<file path="src/simon_pkg.sv">
// Shared types, constants and round functions for the Simon 128/128 cipher.
// Used by the channel interfaces, the key store and the top level.
`timescale 1ns / 1ps
`default_nettype none

package simon_pkg;

   localparam int WORD_W       = 64;
   localparam int SIMON_ROUNDS = 68;
   localparam int KEY_DEPTH    = 68;
   localparam int KADDR_W      = $clog2(KEY_DEPTH);
   localparam int Z_LEN        = 62;
   localparam int ZIDX_W       = $clog2(Z_LEN);
   localparam int CSR_IDX_W    = 4;

   localparam logic [Z_LEN-1:0]  Z2_SEQ  = 62'h2BDC0D262847E5B3;
   localparam logic [WORD_W-1:0] CONST_C = 64'hFFFFFFFFFFFFFFFC;

   localparam logic [CSR_IDX_W-1:0] CSR_IDX_KEY_LOW  = 4'd0;
   localparam logic [CSR_IDX_W-1:0] CSR_IDX_KEY_HIGH = 4'd1;

   localparam logic CMD_ENCRYPT = 1'b0;
   localparam logic CMD_DECRYPT = 1'b1;

   typedef logic [WORD_W-1:0] word_type;

   // Request to the key store to rebuild its round keys from two key words.
   typedef struct packed {
      logic     load;
      word_type key_a;
      word_type key_b;
   } key_load_type;

   // f(x) = (x <<< 1 & x <<< 8) ^ x <<< 2
   function automatic word_type round_f(input word_type x);
      word_type r1;
      word_type r8;
      word_type r2;
      r1 = {x[62:0], x[63]};
      r8 = {x[55:0], x[63:56]};
      r2 = {x[61:0], x[63:62]};
      return (r1 & r8) ^ r2;
   endfunction

   // One step of the two-word key schedule.
   function automatic word_type key_next(input word_type a, input word_type b,
                                         input logic zbit);
      word_type t;
      t = {b[2:0], b[63:3]};
      t = t ^ {t[0], t[63:1]};
      return a ^ t ^ CONST_C ^ {{(WORD_W-1){1'b0}}, zbit};
   endfunction

endpackage

`default_nettype wire

</file>
<file path="src/simon_key_store.sv">
// Round key store with its expansion sequencer: one key written per cycle
// after a load, one registered read port for the round datapath.
// Depends on simon_pkg.
`timescale 1ns / 1ps
`default_nettype none

module simon_key_store import simon_pkg::*; (
   input  wire logic               clock,
   input  wire logic               reset,
   input  wire key_load_type       load,
   output logic                    busy,
   input  wire logic [KADDR_W-1:0] rd_addr,
   output word_type                rd_data
);

   logic              busy_ff, busy_in;
   logic [KADDR_W-1:0] cnt_ff, cnt_in;
   logic [ZIDX_W-1:0]  zidx_ff, zidx_in;
   word_type           a_ff, a_in;
   word_type           b_ff, b_in;
   word_type           rd_data_ff;
   word_type           mem [KEY_DEPTH];

   always_comb begin
      busy_in = busy_ff;
      cnt_in  = cnt_ff;
      zidx_in = zidx_ff;
      a_in    = a_ff;
      b_in    = b_ff;
      if (load.load) begin
         busy_in = 1'b1;
         cnt_in  = '0;
         zidx_in = '0;
         a_in    = load.key_a;
         b_in    = load.key_b;
      end else if (busy_ff) begin
         // The word in a_ff is stored this cycle; the pair then shifts on.
         a_in    = b_ff;
         b_in    = key_next(a_ff, b_ff, Z2_SEQ[zidx_ff]);
         zidx_in = (zidx_ff == ZIDX_W'(Z_LEN - 1)) ? '0 : zidx_ff + 1'b1;
         cnt_in  = cnt_ff + 1'b1;
         if (cnt_ff == KADDR_W'(KEY_DEPTH - 1)) begin
            busy_in = 1'b0;
         end
      end
   end

   always_ff @(posedge clock) begin
      if (reset) begin
         busy_ff <= 1'b0;
      end else begin
         busy_ff <= busy_in;
      end
      cnt_ff  <= cnt_in;
      zidx_ff <= zidx_in;
      a_ff    <= a_in;
      b_ff    <= b_in;
   end

   always_ff @(posedge clock) begin
      if (busy_ff) begin
         mem[cnt_ff] <= a_ff;
      end
      rd_data_ff <= mem[rd_addr];
   end

   assign busy    = busy_ff;
   assign rd_data = rd_data_ff;

endmodule

`default_nettype wire

</file>
<file path="config.mk">
export PLATFORM = sky130hd
export DESIGN_NAME = simon_key_store
export DESIGN_NICKNAME = d
export VERILOG_FILES = /design/src/simon_pkg.sv /design/src/simon_key_store.sv
export SDC_FILE = /design/constraint.sdc
export NUM_CORES = 2
export LEC_CHECK = 0
export BUFFER_PORTS_ARGS = -buffer_cell sky130_fd_sc_hd__buf_4
export CORE_AREA = 3 3 529 531
export DETAILED_ROUTE_END_ITERATION = 16
export DIE_AREA = 0 0 532 534
export PLACE_DENSITY = 0.79
export SLEW_MARGIN = 10
export SYNTH_ARGS = -nofsm -noshare
export SYNTH_HDL_FRONTEND = slang
export SYNTH_MEMORY_MAX_BITS = 65536
export SYNTH_SLANG_ARGS = --single-unit
</file>
<file path="constraint.sdc">
create_clock -name clock -period 6.82 [get_ports clock]
set_input_delay 0.682 -clock clock [delete_from_list [all_inputs] [get_ports clock]]
set_output_delay 0.682 -clock clock [all_outputs]
set_load 0.02 [all_outputs]
</file>
======== Yosys cells after proc, flatten, opt, wreduce, memory -nomap -nowiden ========
Memory sizes are Yosys's and may differ from the RTL's. A register that Yosys moved wholly into a read port is not among the register bits.
Cells that the tools add are included.
Widths: inputs -> output; s select.
word-level totals
  memories ................................ 2
  logic and storage cells ................. 30
  latch bits .............................. 0
  output and inout port bits .............. 65
  register bits ........................... 142
  ROM bits ................................ 64
  memory bits (writable) .................. 4,352
memories
  name             depth  bits a word  rd ports  clocked after memory_dff  write ports  RTL line               source
  mem              68     64           1         1                         1            simon_key_store.sv:22  word_type mem [KEY_DEPTH];
  (no name shown)  64     1            1         1                         0            simon_key_store.sv:39  b_in = key_next(a_ff, b_ff, Z2_SEQ[zidx_ff]);
operators by class
  add/subtract/negate cells ............... 2
  multiplexer cells ....................... 13
  $lt $le $gt $ge ......................... 1
  reductions and logical operators ........ 1
  div/mod/pow operators ................... 0
  equal/unequal tests ..................... 2
  shifts and indexed selects .............. 0
  bitwise logic cells ..................... 4
  multipliers ............................. 0
operators by type and width
  operator             count
  $mux 64              4
  $xor 64x64->64       2
  $xor 64x1->64        1
  $not 62->62          1
  $mux 6               3
  $add 7x1->7 const B  1
  $eq 7x7->1 const B   1
  $lt 6x7->1 const B   1
  $add 6x1->6 const B  1
  $eq 6x6->1 const B   1
  $mux 1               6
  $reduce_bool 2->1    1

======== Logic depth before layout (Yosys ltp) ========
  depth in word-level cells ............... 6
  gate-level depth with buffers ........... 13

======== Worst setup path after synthesis ========
No wires, ideal clock.
  path type ............................... flip-flop to flip-flop
  start ................................... register busy_ff, in the netlist busy
  end ..................................... memory mem[9][0] (netlist name) (enable)
  library setup time ...................... 0.564 ns
  cell stages (with the launch flop) ...... 5
  path buffers ............................ 2
  path slack .............................. 0.681 ns
  period minus slack after synthesis ...... 6.139 ns
  arrival time ............................ 5.574 ns
  data required time ...................... 6.256 ns
  cell sequence ........................... dfxtp_1 -> buf_2 -> buf_1 -> nand4_1 -> nor3_1
on the way
  longest elaborated chain between the ends .. 2
RTL lines
  item                          RTL line               source
  start: declaration            simon_key_store.sv:16  logic busy_ff, busy_in;
  start signal: assignment      simon_key_store.sv:52  busy_ff <= busy_in;
  $mux 1                        simon_key_store.sv:61  if (busy_ff) begin
  $mux 1 (not written as such)  simon_key_store.sv:62  mem[cnt_ff] <= a_ff;
  end: declaration              simon_key_store.sv:22
Every way passes these cells.

======== Worst setup path after layout ========
  start ................................... register busy_ff, in the netlist busy
  end ..................................... memory mem[44][21] (netlist name) (enable)
Same word-level chain as after synthesis.

==> flow_summary.yaml <==
critical_path:
  critical_path_arrival_ps: 4960
  cp-endpoint: "mem[44][21]"
  critPathLaunchType: "flop"
  reg2reg_setup_slack_ps: 2380
  worst_setup_path_startpoint: "busy"
  critical_path_cell_list: "inv_1 -> nor2_1 -> nand2_1 -> nor2_4 -> buf_4"
  rr_startpoint: "busy"
  crit_family: "simple AND/OR/NAND/NOR gates"
  cp_slowest_stage_delay_ps: 1030
  cp_num_cells: 5
  timing.critical_path.slowest_stage_cell: "nor2_4"
  start_to_end_type_of_the_worst_setup_path: "reg -> reg"
  timing.critical_path.fanout_max: 46
  critical_path_rt_ps: 7340
  critical_path.endpoint_type: "flop"
  ff2ff_path_depth: 5
  cp_num_buf_inv: 2
  worst_r2r_endpoint: "mem[44][21]"
power_and_ir_drop:
  post-layout-total-power_mw: 61.5
  worst_supply_voltage_drop_on_vdd_mv: 0.291
  power.static_leakage_nw: 61.9
  power.density_nw_per_um2: 316
global_routing:
  largest_net_degree_at_the_start_of_global_routing: 125
  grt.total_usage: 0.352
  grt_pass1_wl_um: 700000
  first_global_vias: 91800
  global_route.overflow_total: 0
  grt_antenna_before_repair: 15
die:
  fp.coreArea_um2: 276000
  die_w_um: 532
  floorplan.rows: 193
  die_area_um2: 284000
  floorplan.initialDensity: 0.629
  die_height_um: 534
  io_pins: 203
timing:
  finalSetupViolCount: 0
  timing_max_transition_violations_final: 0
  tns_ps: 0
  max_slew.worst_pin.slew_ps: 1380
  maxClockFrequency_mhz: 225
  rsz0062_at_grt: "false"
  finalHoldViolations: 0
  final.period_utilization: 0.651
  slew-limit-headroom: 0.0770
  timing.hold.ws_ps: 36.7
  final_worst_clock_skew_ps: 61.7
  shortest_clock_period_the_worst_path_allows_after_layout_ps: 4440
flow_run:
  drv_cap: 0
detailed_routing:
  drt_first_pass_iters: 9
  route.antenna.remaining_nets: 0
  drt_iter0_markers: 16400
  route.vias.total: 91000
  post_drt_via_cell_ratio: 7.38
  routedWlPerCell_um: 40.5
  drc_errors_left: 0
  finalWirelength_um: 499000
synthesis:
  synthArstFlopShare: 0
  synth_most_common_cell: "edfxtp_1"
  ys_ff_latch: 4559
  synth_largest_area_cell: "edfxtp_1"
  synth_top_flop_cell: "edfxtp_1"
  synth.yosys.seq_area_share: 0.784
  yosysWarnings: 0
  synthTopCellsByArea: "edfxtp_1, mux4_2, mux2i_1"
  postSynthAreaPerCell_um2: 22.3
  synth-edff-count: 4480
  synthDistinctLibCells: 49
  mappedNetlistNets: 7936
  post_synth_most_frequent_cells: "edfxtp_1, mux4_2, mux2i_1"
  mappedNetlistArea_um2: 174000
  synthCells: 7790
  netlist.area_leader.share: 0.775
cts:
  path_clk_slew_ps: 70
  ctsLongestPathBuffers: 4
  sink_count: 4559
  cts_tree: "done"
  worstSkewPairLatency_ps: 950
  tritoncts.num_buffers: 432
  number_of_levels_the_h_tree_was_split_into: 5
  clock_tree.root_cell: "clkbuf_16"
finish:
  fin_nets: 8403
  syn_to_final_growth_pct: 12.2
  post_route_cells_drive_above_1_share: 0.259
  post_route_core_utilization: 0.705
  fillerInstances: 15000
status:
  status: "finished clean"
placed_design:
  gp_routability_congestion: 0.842
  io_buffers: 202
  dp_hpwl_um: 254000
min_path:
  worst_hold_path_type: "in -> reg"
## flip-flops by register name, indices dropped and copies added, names as in the netlist, named ones only
name and flops:
rd_data 64, a_ff 64, b_ff 64, cnt_ff 7, mem 4352, zidx_ff 6
busy 1
## cells in the final DEF, fill, tap and decap left out, drive strengths merged, types with 64 or more instances in the layout
cell type,instances
xnor2,70
nand2,92
xor2,71
a211oi,85
clkbuf,559
mux4,903
buf,465
clkinv,172
nor2,98
mux2i,459
o221ai,64
dfxtp,79
o22ai,121
a22oi,355
mux2,184
edfxtp,4480
o21ai,78
## worst min path at each step
stage	from	to	slack (ps)	cells after the start
after floorplan	cnt_ff[6]	cnt_ff[6]	480	2
after global placement	cnt_ff[6]	cnt_ff[6]	500	2
after detailed placement	cnt_ff[6]	cnt_ff[6]	520	2
after CTS	load[3]	b_ff[3]	4	2
after global routing	load[3]	b_ff[3]	20	2
final	load[3]	b_ff[3]	40	2
## what timing repair did
item / in CTS / in global routing
hold buffers: 1 / 0
resized for setup: 0 / 0
setup buffers: 0 / 0
endpoints found under the hold margin: 1 / 0
## layer usage
| metal | share of wire | vias to the layer above | track usage |
|---|---|---|---|
| li1 | - | 34000 | - |
| met1 | 0.31 | 46600 | 0.458 |
| met2 | 0.47 | 8711 | 0.547 |
| met3 | 0.15 | 1684 | 0.101 |
| met4 | 0.066 | 2 | 0.190 |
| met5 | 0.000026 | - | 0 |
## kinds of logic after synthesis
group / synth area share
simple gates: 0.0102
mux: 0.156
buf+inv: 0.0126
flops: 0.784
fa+ha+maj: 0.000577
compound gates: 0.0298
xor+xnor: 0.00711
## through the flow
stage                     setup WS [ps]  cell area (um^2)  cells
after floorplan                     681            174000   7790
after global placement             2490            181000  11500
after detailed placement           2460            181000  11500
after CTS                          2530            195000  12300
after global routing               2360            195000  12300
final                              2380            195000  12300
## cell type report
class | instances | area [um^2] | share of cell area
Sequential cell | 4559 | 136000 | 0.699
Multi-Input combinational cell | 2793 | 35900 | 0.184
Clock buffer | 559 | 11600 | 0.0596
Tap cell | 3705 | 4640 | 0.0238
Timing Repair Buffer | 466 | 4220 | 0.0217
Clock inverter | 230 | 2170 | 0.0112
Antenna cell | 19 | 47.5 | 0.000244
Inverter | 5 | 18.8 | 0.0000964
## power breakdown
| group | total (mW) | leakage, nW | switching, mW | internal, mW |
|---|---|---|---|---|
| Clock | 23.7 | 6.72 | 10.3 | 13.4 |
| Sequential | 32.9 | 41.1 | 0.429 | 32.5 |
| Combinational | 4.84 | 14.1 | 3.32 | 1.53 |
| Total | 61.5 | 61.9 | 14.0 | 47.4 |
No activity file was read; power rests on OpenSTA's default activity.
